[config.mk]
export PLATFORM = sky130hd
export DESIGN_NAME = http_host_extract_parser
export DESIGN_NICKNAME = d
export VERILOG_FILES = /design/src/sv/hhx_pkg.sv /design/src/sv/hhx_cfg_regs.sv /design/src/sv/hhx_parse.sv /design/src/sv/hhx_out_fifo.sv /design/src/sv/http_host_extract_parser.sv
export SDC_FILE = /design/constraint.sdc
export NUM_CORES = 1
export LEC_CHECK = 0
export ABC_AREA = 1
export BUFFER_PORTS_ARGS = -buffer_cell sky130_fd_sc_hd__buf_2
export CORE_ASPECT_RATIO = 1.2
export CORE_MARGIN = 1.5
export CORE_UTILIZATION = 40
export DETAILED_ROUTE_END_ITERATION = 12
export GPL_TIMING_DRIVEN = 0
export PLACE_DENSITY = 0.69
export RECOVER_POWER = 25
export REMOVE_ABC_BUFFERS = 1
export SLEW_MARGIN = 5
export SYNTH_ARGS = -nofsm -noshare
export SYNTH_HDL_FRONTEND = slang
export SYNTH_SLANG_ARGS = --single-unit
[constraint.sdc]
create_clock -name clk -period 4.6 [get_ports clk]
set_input_delay 0.46 -clock clk [delete_from_list [all_inputs] [get_ports clk]]
set_output_delay 0.46 -clock clk [all_outputs]
set_load 0.1 [all_outputs]
[src/sv/hhx_pkg.sv]
// Shared types, constants and helpers for the HTTP host extract parser.
// Used by every module of the block; depends on nothing else.
package hhx_pkg;

	// Default capture limit in bytes; bytes beyond it are ignored.
	localparam int MAX_FRAME_DEF = 1024;

	localparam int ETH_LEN       = 14;
	localparam int ETYPE_HI_POS  = 12;
	localparam int ETYPE_LO_POS  = 13;
	localparam int IP_PROTO_POS  = ETH_LEN + 9;
	localparam int TCP_DOFF_REL  = 12;
	localparam int PREFIX_LEN    = 6;
	localparam int MIN_OFFSET    = 6;

	localparam logic [7:0] ETYPE_IPV4_HI = 8'h08;
	localparam logic [7:0] ETYPE_IPV4_LO = 8'h00;
	localparam logic [7:0] PROTO_TCP     = 8'h06;
	localparam logic [7:0] CHAR_CR       = 8'h0D;
	localparam logic [3:0] DOFF_MIN      = 4'd5;

	localparam logic [7:0] HOST_OFFSET_RST = 8'd21;
	localparam logic [7:0] HOST_LIMIT_RST  = 8'd200;

	// Result queue between the parser and the output port.
	localparam int FIFO_DEPTH = 4;
	localparam int FIFO_PTR_W = $clog2(FIFO_DEPTH);
	localparam int FIFO_CNT_W = $clog2(FIFO_DEPTH + 1);

	typedef enum logic [0:0] {
		REG_HOST_OFFSET = 1'b0,
		REG_HOST_LIMIT  = 1'b1
	} reg_idx_t;

	typedef enum logic [5:0] {
		PH_ETH    = 6'b000001,
		PH_IP     = 6'b000010,
		PH_PREFIX = 6'b000100,
		PH_GAP    = 6'b001000,
		PH_HOST   = 6'b010000,
		PH_SKIP   = 6'b100000
	} phase_t;

	typedef struct packed {
		logic [7:0] host_offset;
		logic [7:0] host_limit;
	} cfg_t;

	typedef struct packed {
		logic [7:0] host_byte;
		logic       record_end;
	} res_t;

	// Up to two results per input byte, slot 0 first.
	typedef struct packed {
		logic [1:0]      cnt;
		res_t [1:0]      item;
	} push_t;

	// Characters of the request line prefix "GET / ".
	function automatic logic [7:0] prefix_byte(input logic [2:0] idx);
		logic [7:0] c;
		unique case (idx)
			3'd0:    c = 8'h47;
			3'd1:    c = 8'h45;
			3'd2:    c = 8'h54;
			3'd3:    c = 8'h20;
			3'd4:    c = 8'h2F;
			3'd5:    c = 8'h20;
			default: c = 8'h00;
		endcase
		return c;
	endfunction

endpackage

[src/sv/hhx_cfg_regs.sv]
// APB-style register file holding the host offset and host limit.
// Depends on hhx_pkg for the register indexes and reset values.
module hhx_cfg_regs (
	input  logic         clk,
	input  logic         arst_n,
	input  logic         psel,
	input  logic         penable,
	input  logic         pwrite,
	input  logic [2:0]   paddr,
	input  logic [31:0]  pwdata,
	output logic [31:0]  prdata,
	output logic         pready,
	output hhx_pkg::cfg_t cfg
);
	import hhx_pkg::*;

	logic [7:0] host_offset_q;
	logic [7:0] host_limit_q;
	reg_idx_t   idx;
	logic       wr_en;

	assign idx    = reg_idx_t'(paddr[2]);
	assign pready = 1'b1;
	assign wr_en  = psel & penable & pwrite & pready;

	always_ff @(posedge clk or negedge arst_n) begin
		if (!arst_n) begin
			host_offset_q <= HOST_OFFSET_RST;
			host_limit_q  <= HOST_LIMIT_RST;
		end else if (wr_en) begin
			unique case (idx)
				REG_HOST_OFFSET: host_offset_q <= pwdata[7:0];
				REG_HOST_LIMIT:  host_limit_q  <= pwdata[7:0];
				default: ;
			endcase
		end
	end

	always_comb begin
		unique case (idx)
			REG_HOST_OFFSET: prdata = {24'd0, host_offset_q};
			REG_HOST_LIMIT:  prdata = {24'd0, host_limit_q};
			default:         prdata = '0;
		endcase
	end

	assign cfg.host_offset = host_offset_q;
	assign cfg.host_limit  = host_limit_q;

endmodule

[src/sv/hhx_parse.sv]
// Frame parser: input register, header walk and host byte selection.
// Depends on hhx_pkg; hands up to two results per byte to the result queue.
module hhx_parse #(
	parameter int MAX_FRAME = hhx_pkg::MAX_FRAME_DEF
) (
	input  logic          clk,
	input  logic          arst_n,
	input  logic          s_tvalid,
	output logic          s_tready,
	input  logic [7:0]    s_tdata,
	input  logic          s_tlast,
	input  hhx_pkg::cfg_t cfg,
	input  logic          room,
	output hhx_pkg::push_t push
);
	import hhx_pkg::*;

	localparam int POS_W = $clog2(MAX_FRAME + 1);
	// Compare width: holds the frame position and payload start plus offset.
	localparam int CW    = (POS_W > 10) ? POS_W : 10;

	logic             s1_valid;
	logic [7:0]       byte_s1;
	logic             last_s1;

	logic [POS_W-1:0] pos_q,     pos_n;
	phase_t           phase_q,   phase_n;
	logic [7:0]       eth_hi_q,  eth_hi_n;
	logic [5:0]       ihl_q,     ihl_n;
	logic [7:0]       ps_q,      ps_n;
	logic             matched_q, matched_n;
	logic [7:0]       cnt_q,     cnt_n;

	logic             process;
	logic             in_range;
	logic [CW-1:0]    pos_c;
	logic [CW-1:0]    idx;
	logic [7:0]       off;
	logic [7:0]       doff_bytes;
	logic [7:0]       cnt_inc;
	logic             byte_emit;
	logic             end_host;
	logic             end_last;

	assign process  = s1_valid & room;
	assign s_tready = ~s1_valid | room;

	always_ff @(posedge clk or negedge arst_n) begin
		if (!arst_n) begin
			s1_valid <= 1'b0;
		end else if (s_tvalid && s_tready) begin
			s1_valid <= 1'b1;
		end else if (process) begin
			s1_valid <= 1'b0;
		end
	end

	always_ff @(posedge clk) begin
		if (s_tvalid && s_tready) begin
			byte_s1 <= s_tdata;
			last_s1 <= s_tlast;
		end
	end

	assign in_range   = pos_q < POS_W'(MAX_FRAME);
	assign pos_c      = CW'(pos_q);
	assign idx        = pos_c - CW'(ps_q);
	assign off        = (cfg.host_offset < 8'(MIN_OFFSET)) ? 8'(MIN_OFFSET) : cfg.host_offset;
	assign doff_bytes = {2'b00, byte_s1[7:4], 2'b00};
	assign cnt_inc    = cnt_q + 8'd1;

	always_comb begin
		phase_n   = phase_q;
		pos_n     = pos_q;
		eth_hi_n  = eth_hi_q;
		ihl_n     = ihl_q;
		ps_n      = ps_q;
		matched_n = matched_q;
		cnt_n     = cnt_q;
		byte_emit = 1'b0;
		end_host  = 1'b0;
		end_last  = 1'b0;

		if (in_range) begin
			unique case (phase_q)
				PH_ETH: begin
					if (pos_q == POS_W'(ETYPE_HI_POS)) begin
						eth_hi_n = byte_s1;
					end else if (pos_q == POS_W'(ETYPE_LO_POS)) begin
						phase_n = (eth_hi_q == ETYPE_IPV4_HI && byte_s1 == ETYPE_IPV4_LO)
							? PH_IP : PH_SKIP;
					end
				end
				PH_IP: begin
					if (pos_q == POS_W'(ETH_LEN)) begin
						ihl_n = {byte_s1[3:0], 2'b00};
					end else if (pos_q == POS_W'(IP_PROTO_POS)) begin
						if (byte_s1 != PROTO_TCP) begin
							phase_n = PH_SKIP;
						end
					end else if (pos_c == CW'(ETH_LEN + TCP_DOFF_REL) + CW'(ihl_q)) begin
						if (byte_s1[7:4] < DOFF_MIN) begin
							phase_n = PH_SKIP;
						end else begin
							ps_n    = 8'(ETH_LEN) + {2'b00, ihl_q} + doff_bytes;
							phase_n = PH_PREFIX;
						end
					end
				end
				PH_PREFIX: begin
					if (pos_c >= CW'(ps_q)) begin
						if (idx >= CW'(PREFIX_LEN) || byte_s1 != prefix_byte(idx[2:0])) begin
							phase_n = PH_SKIP;
						end else if (idx == CW'(PREFIX_LEN - 1)) begin
							matched_n = 1'b1;
							phase_n   = PH_GAP;
						end
					end
				end
				PH_GAP: begin
					if (pos_c >= CW'(ps_q) + CW'(off)) begin
						phase_n = PH_HOST;
					end
				end
				PH_HOST, PH_SKIP: ;
				default: ;
			endcase

			// The host phase acts on the same byte that opened it.
			if (phase_n == PH_HOST) begin
				if (cnt_q >= cfg.host_limit || byte_s1 == CHAR_CR) begin
					end_host = 1'b1;
					phase_n  = PH_SKIP;
				end else begin
					byte_emit = 1'b1;
					cnt_n     = cnt_inc;
					if (cnt_inc >= cfg.host_limit) begin
						end_host = 1'b1;
						phase_n  = PH_SKIP;
					end
				end
			end
		end

		if (last_s1) begin
			if (matched_n && (phase_n == PH_GAP || phase_n == PH_HOST)) begin
				end_last = 1'b1;
			end
			pos_n     = '0;
			phase_n   = PH_ETH;
			eth_hi_n  = '0;
			ihl_n     = '0;
			ps_n      = '0;
			matched_n = 1'b0;
			cnt_n     = '0;
		end else if (in_range) begin
			pos_n = pos_q + POS_W'(1);
		end
	end

	always_comb begin
		push.item[0].host_byte  = byte_emit ? byte_s1 : 8'd0;
		push.item[0].record_end = ~byte_emit;
		push.item[1].host_byte  = 8'd0;
		push.item[1].record_end = 1'b1;
		push.cnt = process ? (2'(byte_emit) + 2'(end_host | end_last)) : 2'd0;
	end

	always_ff @(posedge clk or negedge arst_n) begin
		if (!arst_n) begin
			pos_q     <= '0;
			phase_q   <= PH_ETH;
			eth_hi_q  <= '0;
			ihl_q     <= '0;
			ps_q      <= '0;
			matched_q <= 1'b0;
			cnt_q     <= '0;
		end else if (process) begin
			pos_q     <= pos_n;
			phase_q   <= phase_n;
			eth_hi_q  <= eth_hi_n;
			ihl_q     <= ihl_n;
			ps_q      <= ps_n;
			matched_q <= matched_n;
			cnt_q     <= cnt_n;
		end
	end

	// The position counter saturates at the capture limit.
	a_pos_bound: assert property (@(posedge clk) disable iff (!arst_n)
		pos_q <= POS_W'(MAX_FRAME))
		else $error("frame position beyond capture limit");

	// A matched prefix only lives in the gap, host or skip phases.
	a_matched_phase: assert property (@(posedge clk) disable iff (!arst_n)
		matched_q |-> (phase_q == PH_GAP || phase_q == PH_HOST || phase_q == PH_SKIP))
		else $error("prefix flag set in a header phase");

	// Closing a record leaves the host phase for good.
	a_end_leaves_host: assert property (@(posedge clk) disable iff (!arst_n)
		(process && (end_host || end_last)) |=> (phase_q == PH_SKIP || phase_q == PH_ETH))
		else $error("record closed but host phase still open");

	// Nothing is handed on unless the queue has room for a full pair.
	a_push_room: assert property (@(posedge clk) disable iff (!arst_n)
		(push.cnt != 2'd0) |-> room)
		else $error("results pushed without queue room");

endmodule

[src/sv/hhx_out_fifo.sv]
// Four-entry result queue taking up to two results a cycle, one out a cycle while m_tready is high.
// Depends on hhx_pkg for the result types and queue sizing.
module hhx_out_fifo (
	input  logic           clk,
	input  logic           arst_n,
	input  hhx_pkg::push_t push,
	output logic           room,
	output logic           m_tvalid,
	input  logic           m_tready,
	output logic [7:0]     m_tdata,
	output logic           m_tlast
);
	import hhx_pkg::*;

	res_t                  mem_q [FIFO_DEPTH];
	logic [FIFO_PTR_W-1:0] wr_ptr_q;
	logic [FIFO_PTR_W-1:0] rd_ptr_q;
	logic [FIFO_CNT_W-1:0] count_q;
	logic                  pop;
	logic [FIFO_PTR_W-1:0] wr_ptr_1;

	assign pop      = m_tvalid & m_tready;
	assign room     = count_q <= FIFO_CNT_W'(FIFO_DEPTH - 2);
	assign m_tvalid = count_q != '0;
	assign m_tdata  = mem_q[rd_ptr_q].host_byte;
	assign m_tlast  = mem_q[rd_ptr_q].record_end;
	assign wr_ptr_1 = wr_ptr_q + FIFO_PTR_W'(1);

	always_ff @(posedge clk) begin
		if (push.cnt != 2'd0) begin
			mem_q[wr_ptr_q] <= push.item[0];
		end
		if (push.cnt == 2'd2) begin
			mem_q[wr_ptr_1] <= push.item[1];
		end
	end

	always_ff @(posedge clk or negedge arst_n) begin
		if (!arst_n) begin
			wr_ptr_q <= '0;
			rd_ptr_q <= '0;
			count_q  <= '0;
		end else begin
			wr_ptr_q <= wr_ptr_q + FIFO_PTR_W'(push.cnt);
			rd_ptr_q <= rd_ptr_q + FIFO_PTR_W'(pop);
			count_q  <= count_q + FIFO_CNT_W'(push.cnt) - FIFO_CNT_W'(pop);
		end
	end

	a_count_bound: assert property (@(posedge clk) disable iff (!arst_n)
		count_q <= FIFO_CNT_W'(FIFO_DEPTH))
		else $error("result queue overfilled");

	a_pop_only: assert property (@(posedge clk) disable iff (!arst_n)
		(pop && push.cnt == 2'd0) |=> count_q == $past(count_q) - FIFO_CNT_W'(1))
		else $error("queue count lost track of a transfer");

	a_push_pair: assert property (@(posedge clk) disable iff (!arst_n)
		(push.cnt == 2'd2 && !pop) |=> count_q == $past(count_q) + FIFO_CNT_W'(2))
		else $error("paired push not counted");

endmodule

[src/sv/http_host_extract_parser.sv]
// HTTP host extract parser: top level joining registers, parser and result queue.
// Depends on hhx_pkg, hhx_cfg_regs, hhx_parse and hhx_out_fifo.
//
// The block takes one Ethernet frame byte per clock and keeps that rate for as
// long as the result side drains. Each byte passes an input register and is
// parsed from that register when the result queue has room for a full pair. A
// byte may give two results (the last host byte and its end record), which go
// into the four-entry result queue that sends one transfer per cycle while
// m_tready is high; input is held back only while that queue cannot take a
// full pair. No clearing pass is needed after reset.
module http_host_extract_parser #(
	parameter int MAX_FRAME = hhx_pkg::MAX_FRAME_DEF
) (
	input  logic        clk,
	input  logic        arst_n,
	input  logic        s_tvalid,
	output logic        s_tready,
	input  logic [7:0]  s_tdata,   // [7:0] frame_byte
	input  logic        s_tlast,   // frame_last
	output logic        m_tvalid,
	input  logic        m_tready,
	output logic [7:0]  m_tdata,   // [7:0] host_byte
	output logic        m_tlast,   // record_end
	input  logic        psel,
	input  logic        penable,
	input  logic        pwrite,
	input  logic [2:0]  paddr,
	input  logic [31:0] pwdata,
	output logic [31:0] prdata,
	output logic        pready
);
	import hhx_pkg::*;

	cfg_t  cfg;
	push_t push;
	logic  room;

	hhx_cfg_regs u_cfg (
		.clk     (clk),
		.arst_n  (arst_n),
		.psel    (psel),
		.penable (penable),
		.pwrite  (pwrite),
		.paddr   (paddr),
		.pwdata  (pwdata),
		.prdata  (prdata),
		.pready  (pready),
		.cfg     (cfg)
	);

	hhx_parse #(
		.MAX_FRAME (MAX_FRAME)
	) u_parse (
		.clk      (clk),
		.arst_n   (arst_n),
		.s_tvalid (s_tvalid),
		.s_tready (s_tready),
		.s_tdata  (s_tdata),
		.s_tlast  (s_tlast),
		.cfg      (cfg),
		.room     (room),
		.push     (push)
	);

	hhx_out_fifo u_fifo (
		.clk      (clk),
		.arst_n   (arst_n),
		.push     (push),
		.room     (room),
		.m_tvalid (m_tvalid),
		.m_tready (m_tready),
		.m_tdata  (m_tdata),
		.m_tlast  (m_tlast)
	);

endmodule
-- Yosys cells after proc, flatten, opt, wreduce, memory -nomap -nowiden
Memory sizes are Yosys's and may differ from the RTL's.
Cells that the tools add are included.
- register bits after elaboration: 81
- RAM bits: 36
- bits of input ports: 51
- memories kept: 1
- $add $sub $neg: 13
- order comparisons: 9
- equal/unequal tests: 27
- mux-type cells: 69
- bitwise gates (word level): 9
- reductions and logical operators: 26
- memory list (memory ; words ; bits a word ; read ports ; clocked after Yosys merged registers in ; write ports ; line ; source):
    u_fifo.mem_q ; 4 ; 9 ; 1 ; 0 ; 2 ; hhx_out_fifo.sv:15 ; res_t mem_q [FIFO_DEPTH];
- operators by type and width (operator ; count):
    2-to-1 mux 8 bit ; 20
    2-to-1 mux 6 bit ; 22
    case mux 32 bit (2 select lines) ; 1
    case mux 7 bit (5 select lines) ; 1
    equality test 11 x 4 -> 1 bit (second input constant) ; 3
    case mux 6 bit (4 select lines) ; 1
    2-to-1 mux 11 bit ; 2
    2-to-1 mux 1 bit ; 21
    nonzero test 2 bit ; 9
    equality test 8 x 4 -> 1 bit (second input constant) ; 2
    greater-or-equal comparator 8 bit ; 2
    equality test 6 x 4 -> 1 bit (second input constant) ; 2
    equality test 6 x 5 -> 1 bit (second input constant) ; 2
    AND reduction 4 bit ; 3
    adder 11 x 1 -> 11 bit (second input constant) ; 1
    equality test 11 bit ; 1
    equality test 11 x 3 -> 1 bit (second input constant) ; 1
    equality test 11 x 5 -> 1 bit (second input constant) ; 1
    greater-or-equal comparator 11 bit ; 1
    greater-or-equal comparator 11 x 3 -> 1 bit (second input constant) ; 1
    greater-or-equal comparator 11 x 8 -> 1 bit ; 1
    less-than comparator 11 bit (second input constant) ; 1
    subtractor 11 x 8 -> 11 bit ; 1
    adder 8 x 8 -> 9 bit ; 1
    other kinds (35) ; 52

-- Depth between registers and ports, before layout
Gate-level depths: netlist (run 1).
- depth after elaboration: 28
- gate-level depth with buffers: 40
- depth with buffers taken out: 40

-- Hierarchy
Synthesis (run 1) repeated with hierarchy kept, for this count alone.
- cells, all modules: 1108
- area, all modules: 8384.3 µm²
- by module, submodules not included (module ; times used ; cells an instance ; area each (µm²) ; seq. area each (µm²)):
    hhx_parse ; 1 ; 745 ; 5144.9 ; 1422.6
    hhx_out_fifo ; 1 ; 238 ; 2282.2 ; 1256.2
    hhx_cfg_regs ; 1 ; 125 ; 957.2 ; 407.9

-- Worst setup path after synthesis (run 1)
No wires, ideal clock.
- kind: register to register
- start point: register u_cfg.host_offset_q[4]
- end point: register u_fifo.count_q[2]
- data arrival time: 4.885 ns
- required time: 4.477 ns
- slack: -0.407 ns
- stages on the path, launching flop included: 35
- clock period less this slack: 5.007 ns
- path through: dfstp_2 inv_1 nand3_1 a211oi_1 inv_1 nand2_1 ha_1 fa_1 a31oi_1 nor2_1 o21ai_0 nand2_1 xnor2_1 ha_1 and3_1 a21oi_1 nand4_1 nand4_1 nand2_1 nand2_1 inv_2 nand3_2 nor2_4 buf_8 nand3_1 nand2_1 ha_1 inv_1 nor2_1 inv_1 ha_1 inv_1 ha_1 fa_1 xnor2_1
- cells in the longest elaborated chain, start to end: 21
- elaborated cells between the ends (all ways): 27
- RTL lines (what ; line ; source):
    start, declared ; hhx_cfg_regs.sv:17 ; logic [7:0] host_offset_q;
    start signal, assigned ; hhx_cfg_regs.sv:32 ; REG_HOST_OFFSET: host_offset_q <= pwdata[7:0];
    less-than comparator 8 x 3 -> 1 bit ; hhx_parse.sv:68 ; assign off = (cfg.host_offset < 8'(MIN_OFFSET)) ? 8'(MIN_OFFSET) : cfg.host_offset;
    2-to-1 mux 8 bit * ; hhx_parse.sv:68 ;
    adder 8 x 8 -> 9 bit * ; hhx_parse.sv:121 ; if (pos_c >= CW'(ps_q) + CW'(off)) begin
    greater-or-equal comparator 11 bit * ; hhx_parse.sv:121 ;
    2-to-1 mux 6 bit * ; hhx_parse.sv:121 ;
    case mux 6 bit (4 select lines) * ; hhx_parse.sv:85 ; unique case (phase_q)
    2-to-1 mux 6 bit * ; hhx_parse.sv:84 ; if (in_range) begin
    2-to-1 mux 6 bit ; hhx_parse.sv:137 ; if (cnt_inc >= cfg.host_limit) begin
    (+5 left out) ; n/a ;
    logical AND 1 bit ; hhx_parse.sv:146 ; if (matched_n && (phase_n == PH_GAP || phase_n == PH_HOST)) begin
    2-to-1 mux 1 bit ; hhx_parse.sv:146 ;
    2-to-1 mux 1 bit ; hhx_parse.sv:145 ; if (last_s1) begin
    bitwise OR 1 bit ; hhx_parse.sv:166 ; push.cnt = process ? (2'(byte_emit) + 2'(end_host | end_last)) : 2'd0;
    adder 1 x 2 -> 2 bit * ; hhx_parse.sv:166 ;
    2-to-1 mux 2 bit * ; hhx_parse.sv:166 ;
    adder 3 x 2 -> 3 bit * ; hhx_out_fifo.sv:46 ; count_q <= count_q + FIFO_CNT_W'(push.cnt) - FIFO_CNT_W'(pop);
    subtractor 3 x 1 -> 3 bit * ; hhx_out_fifo.sv:46 ;
    end signal, assigned ; hhx_out_fifo.sv:46 ;
    end, declared ; hhx_out_fifo.sv:18 ; logic [FIFO_CNT_W-1:0] count_q;
Mark *: on every way between the ends. The rest lies on a longest branch, timed or not. The select of a mux whose other input is x is not followed.
A chain may end at the register's enable or synchronous reset.

-- Final worst setup path (run 1)
- start point: register u_cfg.host_offset_q[6]
- end point: register u_fifo.count_q[2]
Same word-level chain as after synthesis.

==> flow_summary.toml, run 1 <==
[placement]
place_congestion = 0.9006
port_buffers = 43
place_hpwl_microns = 14740
placed_cells_incl_taps = 1341

[logic_synthesis]
yosysWarnings = 0
synth_top_family_by_area = "simple AND/OR/NAND/NOR gates"
async_flop_share_pct = 60.53
synth_simple_gate_area_share_pct = 26.24
synth-edff-count = 9
syn_inst = 1057
synth-adder-area-share_pct = 10.20
synth-compound-area-share_pct = 15.39
synth_xor_xnor_area_share_pct = 2.995
netlist_area_sq_um = 7896
synth.area.mux_share_pct = 0
synth_cell_type_count = 48
synth-seq-cells = 114
synth_flop_cell = "dfrtp_1"
ys_seq_area_share_pct = 34.53
syn_avg_cell_area_sq_um = 7.471

[cts]
cts-root-buf = "clkbuf_16"
clk_latency_ns = 0.42
cts.path.max_buffers = 2
cts_max_level = 4
cts_buffers = 17
clock-sinks = 114
path_clk_slew_ns = 0.06
cts_tree = "built"

[timing]
drv_slew = 48
tns_ns = -17.47
hold_violations = 0
skew_ns = 0.009655
clock.fmax_mhz = 193.6
setup_violations = 41
relSlewSlack_pct = -47.41
rsz0062_at_grt = "yes"
period_share_pct = 112.3
worst_slack_ns = -0.5654
period_needed_ns = 5.165
worst_pin_slew_ns = 2.211

[setup_path]
cp-end-kind = "flip-flop"
cp_slowest_stage_delay_ns = 0.41
cp_max_fo = 3
cp-start-kind = "flip-flop"
arrival_ns = 5.46
cp.required_ns = 4.90
critPathKind = "flip-flop to flip-flop"
crit_top_cell = "nand2_2"
slowest_stage = "dfrtp_1"

[floorplan]
die_y_microns = 156.9
rows = 56
initial_utilization_pct = 40.54
coreArea_sq_um = 19480
die_area_sq_um = 20600
die_w_microns = 131.3
ios = 95

[grt]
grt_pass1_vias = 6972
antenna_found_initial = 0
gr-total-overflow = 0
grt_pass1_wl_microns = 33850
grt_use_total_pct = 20.54
grt_max_degree = 48

[hold_path]
hp-class = "input pin to flip-flop"

[power_and_ir_drop]
leakagePower_nw = 4.550
powerDensity_nw_per_um2 = 545.0
switchingPower_mw = 2.601
swShare_pct = 49.38
clkPwrFrac_pct = 23.1
comb_power_share_pct = 51.0
cellInternalPower_mw = 2.665
power_frac_seq_pct = 25.9
peakVddDrop_v = 0.0005923

[run]
cap_violations = 1

[cells_and_area]
antennaDiodeCount = 0
drive_above_1_share_pct = 22.47
final_cells = 1409
nets = 1248
fillers = 1883
syn2layout_area_growth_pct = 22.36

[detailed_routing]
initialDrtViolationCount = 445
num_vias = 7405
firstDrtPassIters = 5
drc = 0
finalWirelength_microns = 21450
ant_nets = 0
vias_per_cell = 5.256
post_drt_wl_per_cell_microns = 15.22

[status]
status = "complete, but fails checks"
failed_checks = "capacitance limit, slew limit, setup timing"
metal layers:
metal | GRT usage (%) | share of wire (%) | up-vias
met5 | 0 | 0 | -
met4 | 9.788 | 3.8 | 0
met3 | 3.092 | 5.1 | 56
met2 | 37.34 | 50 | 262
met1 | 23.83 | 42 | 3445
li1 | - | - | 3642
registers in the layout, indices dropped and copies added, names as in the netlist:
signal	count
u_parse.pos_c	11
u_fifo.wr_ptr_q	2
u_cfg.host_limit_q	8
u_parse.s1_valid	1
u_cfg.host_offset_q	8
u_parse.cnt_q	8
u_parse.eth_hi_q	8
u_fifo.rd_ptr_q	2
u_parse.phase_q	6
u_parse.ps_q	7
u_parse.byte_s1	8
u_fifo.mem_q	36
u_parse.matched_q	1
u_fifo.count_q	3
u_parse.ihl_q	4
u_parse.last_s1	1
path summary, 6_finish.rpt:
kind	to	slack (ns)	from	depth (start not counted)
max in group asynchronous	u_cfg.host_offset_q[7]	0.55	arst_n	3
worst max-delay path	u_fifo.count_q[2]	-0.57	u_cfg.host_offset_q[6]	37
worst min-delay path	u_parse.byte_s1[2]	0.22	s_tdata[2]	1
worst min register to register	u_fifo.mem_q[3][0]	0.48	u_fifo.mem_q[3][0]	2
worst max register to register	u_fifo.count_q[2]	-0.57	u_cfg.host_offset_q[6]	37
min in group asynchronous	u_parse.cnt_q[5]	0.90	arst_n	2
power groups by stage:
| stage | clock [mW] | combinational [mW] | sequential (mW) |
|---|---|---|---|
| 3_5_place_dp | 0 | 2.54 | 1.37 |
| 6_report | 1.22 | 2.69 | 1.36 |
| 5_1_grt | 1.28 | 2.97 | 1.38 |
| 2_1_floorplan | 0 | 2.06 | 1.29 |
| 3_3_place_gp | 0 | 2.50 | 1.37 |
| 4_1_cts | 1.22 | 2.62 | 1.36 |
cell usage in the layout (no fill, tap or decap), types with 5 or more instances in the layout:
cell type and count:
o21ai_0 74, clkbuf_1 7, a21oi_1 43, inv_4 8, xor2_1 17, buf_6 8, nand2_2 14, inv_2 16
nand3_1 50, edfxtp_1 9, nor2_2 7, o22ai_1 16, dfxtp_1 36, nand3b_1 6, conb_1 25, nand2_1 195
buf_2 40, nand3_2 7, dfrtp_1 61, nor2_1 88, nand4_4 5, ha_1 52, o21ai_1 11, nor3_4 5
xnor2_1 8, ha_4 6, o21ai_4 9, inv_1 122, nor3_1 15, a21oi_2 28, nand4_1 30, buf_4 25
dfstp_2 7, clkbuf_16 20, nor2_4 7, o21ai_2 22
cell families (layout without fill, tap and decap cells):
logic type,Yosys count,after routing
AO/OA/AOI/OAI,217,217
adder cells (fa/ha/maj),62,62
buffers and inverters,191,259
XOR/XNOR,27,27
flip-flops,114,114
AND/OR/NAND/NOR,444,444
other,2,25
layout make-up:
class,count,area [sq um],area share [%]
Multi-Input combinational cell,775,4905,50.76
Sequential cell,114,2728,28.23
Timing Repair Buffer,84,618.1,6.397
Inverter,143,544.3,5.633
Clock buffer,23,489.2,5.063
Tap cell,261,326.6,3.380
Clock inverter,9,51.30,0.5310
Yosys cell counts (4+ instances only):
library cell	instances	area (sq um)
nand2_1	202	758.2
inv_1	133	499.2
o21ai_0	112	560.5
nor2_1	93	349.1
dfrtp_1	62	1551
ha_1	58	725.7
nand3_1	54	270.3
a21oi_1	52	260.3
dfxtp_1	36	720.7
nand4_1	30	187.7
buf_4	26	195.2
nor3_1	23	115.1
a21oi_2	20	175.2
xor2_1	18	157.7
o22ai_1	16	100.1
clkbuf_1	15	56.30
edfxtp_1	9	270.3
xnor2_1	9	78.83
inv_2	8	30.03
dfstp_2	7	183.9
nand2_2	7	43.79
buf_2	6	30.03
nand3b_1	6	45.04
nand4_4	5	106.4
nor2_2	5	31.28
fa_1	4	80.08
nor2_4	4	45.04
nor4_1	4	25.02
worst max-delay path: cells and delay by family (launching register included):
family          cells  cell delay, ns
flops               1            0.41
fa+ha+maj           6            1.61
xor+xnor            2            0.28
compound gates      6            0.93
buf+inv             5            0.30
simple gates       18            1.50
what timing repair did:
item | in CTS | in global routing
hold buffers | 1 | 0
endpoints found under the hold margin | 21 | 0
setup buffers | 25 | 8
endpoints found under the setup margin | 41 | 41
gates cloned | 0 | 4
gates resized for setup | 109 | 53
pin swaps | 13 | 29
per-stage QoR:
step / hold WS, ns / setup slack (ns) / area (sq um) / util (%) / power, mW
after floorplan: 0.1644 / -0.9360 / 7686 / - / 3.357
after global placement: 0.4466 / -2.134 / 8228 / 42.24 / 3.871
after detailed placement: 0.3998 / -1.168 / 8315 / 42.69 / 3.908
after CTS: 0.2079 / -0.4451 / 9348 / 47.99 / 5.197
after global routing: 0.2085 / -0.8217 / 9662 / 49.60 / 5.629
final: 0.2196 / -0.5654 / 9662 / 49.60 / 5.266
Power figures use the tool's default switching activity.
==> run 2: changes to the inputs <==
==> constraint.sdc (replaced) <==
create_clock -name clk -period 4.6 [get_ports clk]
set_input_delay 1.38 -clock clk [delete_from_list [all_inputs] [get_ports clk]]
set_output_delay 1.38 -clock clk [all_outputs]
set_load 0.1 [all_outputs]
==> run 2 against run 1 <==
The flow finishes with violations (setup timing). Sequential share of layout area about the same. Setup slack worse by 0.021 ns. Global-route usage barely moved. Sequential power hardly changed. Non-clock buffer count is 1 lower. First-iteration DRC count shrank 3.6%. Cell area down 0.16%. Power hardly changed. Core utilization is 0.077 points lower. Largest power group unchanged. Clock power barely moved. Fmax shrank 0.41%. Worst hold slack gained 0.26 ns.
==> flow_summary.toml, run 2 (synthesis gave the netlist of run 1 again) <==
[timing]
period_share_pct = 112.8
period_needed_ns = 5.187
drv_slew = 0
hold_violations = 0
worst_slack_ns = -0.5867
rsz0062_at_grt = "yes"
setup_violations = 41
hold_ws_ns = 0.4797
worst_pin_slew_ns = 1.397
skew_ns = 0.01078
tns_ns = -18.26
clock.fmax_mhz = 192.8
relSlewSlack_pct = 6.867

[power_and_ir_drop]
cellInternalPower_mw = 2.665
power_mw = 5.266
switchingPower_mw = 2.601
powerDensity_nw_per_um2 = 545.9
power_frac_seq_pct = 25.9
peakVddDrop_v = 0.0005922
comb_power_share_pct = 51.0
clkPwrFrac_pct = 23.1
swShare_pct = 49.39
leakagePower_nw = 4.546

[grt]
antenna_found_initial = 0
grt_max_degree = 48
grt_pass1_wl_microns = 33830
grt_pass1_vias = 6965
grt_use_total_pct = 20.52
gr-total-overflow = 0

[placement]
port_buffers = 43
place_congestion = 0.9006
placed_area_sq_um = 8315
placed_cells_incl_taps = 1341
place_ws_ns = -1.168
place_hpwl_microns = 14740

[floorplan]
coreArea_sq_um = 19480
die_area_sq_um = 20600
die_y_microns = 156.9
initial_utilization_pct = 40.54
die_w_microns = 131.3
rows = 56
ios = 95

[detailed_routing]
finalWirelength_microns = 21460
ant_nets = 0
initialDrtViolationCount = 429
num_vias = 7361
vias_per_cell = 5.228
post_drt_wl_per_cell_microns = 15.24
firstDrtPassIters = 6
drc = 0

[setup_path]
cp-start-kind = "flip-flop"
crit_top_cell = "nand2_2"
slowest_stage = "dfrtp_1"
cp_max_fo = 3
arrival_ns = 5.48
r2r-start = "u_cfg.host_offset_q[6]"
cp.required_ns = 4.89
cp-end-kind = "flip-flop"
rrSetupSlack_ns = -0.59
critPathBufInv = 5
worstSetupEndpoint = "u_fifo.count_q[2]"
cp_slowest_stage_delay_ns = 0.41
cp_top_family = "adder cells"
cp_num_cells = 37
reg2reg_depth = 37
r2r-end = "u_fifo.count_q[2]"
critPathKind = "flip-flop to flip-flop"
crit_path_start = "u_cfg.host_offset_q[6]"

[cells_and_area]
mostFrequentLayoutCell = "nand2_1"
largest_reg_flops = 36
antennaDiodeCount = 0
final_util_pct = 49.52
final_cell_mix = "195 x nand2_1, 122 x inv_1, 88 x nor2_1"
final_cells = 1408
fin_area_sq_um = 9647
drive_above_1_share_pct = 22.58
syn2layout_area_growth_pct = 22.17
nets = 1247
regMostFlops = "u_fifo.mem_q"
fillers = 1886

[run]
cap_violations = 0

[cts]
cts.path.max_buffers = 2
cts_buffers = 17
path_clk_slew_ns = 0.06
cts_tree = "built"
clock-sinks = 114
cts_max_level = 4
clk_latency_ns = 0.41
cts-root-buf = "clkbuf_16"
ctsHoldBuffers = 0

[status]
status = "complete, but fails checks"
failed_checks = "setup timing"

[hold_path]
hp-class = "flip-flop to flip-flop"
-- run 2: power groups by stage --
stage                     Sequential, mW  Clock, mW  Combinational, mW
after floorplan                     1.29          0               2.06
after global placement              1.37          0               2.50
after detailed placement            1.37          0               2.54
after CTS                           1.36       1.22               2.61
after global routing                1.38       1.28               2.97
final                               1.37       1.22               2.68
-- run 2: what timing repair did --
item / 4_1_cts / 5_1_grt
resized for setup: 109 / 53
setup endpoints to repair: 41 / 41
cloned: 0 / 4
buffers inserted: 25 / 8
pin swaps: 13 / 29
hold endpoints to repair: 0 / 0
-- run 2: cell type report --
class                   count  area, sq um  area share, %
clock buffers              23        489.2          5.071
clock inverters             9        51.30         0.5318
inverters                 143        544.3          5.642
multi-input cells         775         4905          50.84
flip-flops and latches    114         2728          28.28
well taps                 261        326.6          3.385
repair buffers             83        603.1          6.252
-- run 2: worst min path at each step --
stage,from,end,slack (ns),cells after the start
6_report,u_fifo.mem_q[3][0],u_fifo.mem_q[3][0],0.48,2
4_1_cts,u_fifo.mem_q[2][0],u_fifo.mem_q[2][0],0.48,2
5_1_grt,u_fifo.mem_q[3][0],u_fifo.mem_q[3][0],0.50,2
3_3_place_gp,u_fifo.mem_q[1][0],u_fifo.mem_q[1][0],0.45,2
2_1_floorplan,u_fifo.mem_q[1][0],u_fifo.mem_q[1][0],0.44,2
3_5_place_dp,u_fifo.mem_q[2][0],u_fifo.mem_q[2][0],0.46,2
-- run 2: tightest hold or removal path, cell delays in order, from the launching register on --
cell and delay (ns):
dfxtp_1 0.32, a21oi_1 0.06, o21ai_1 0.06
-- run 2: metal layers --
layer / vias up / GRT usage, % / part of all wire, %
met2: 233 / 37.29 / 50
met4: 0 / 9.788 / 3.7
met5: - / 0 / 0
li1: 3635 / - / -
met3: 51 / 3.092 / 4.3
met1: 3442 / 23.83 / 42
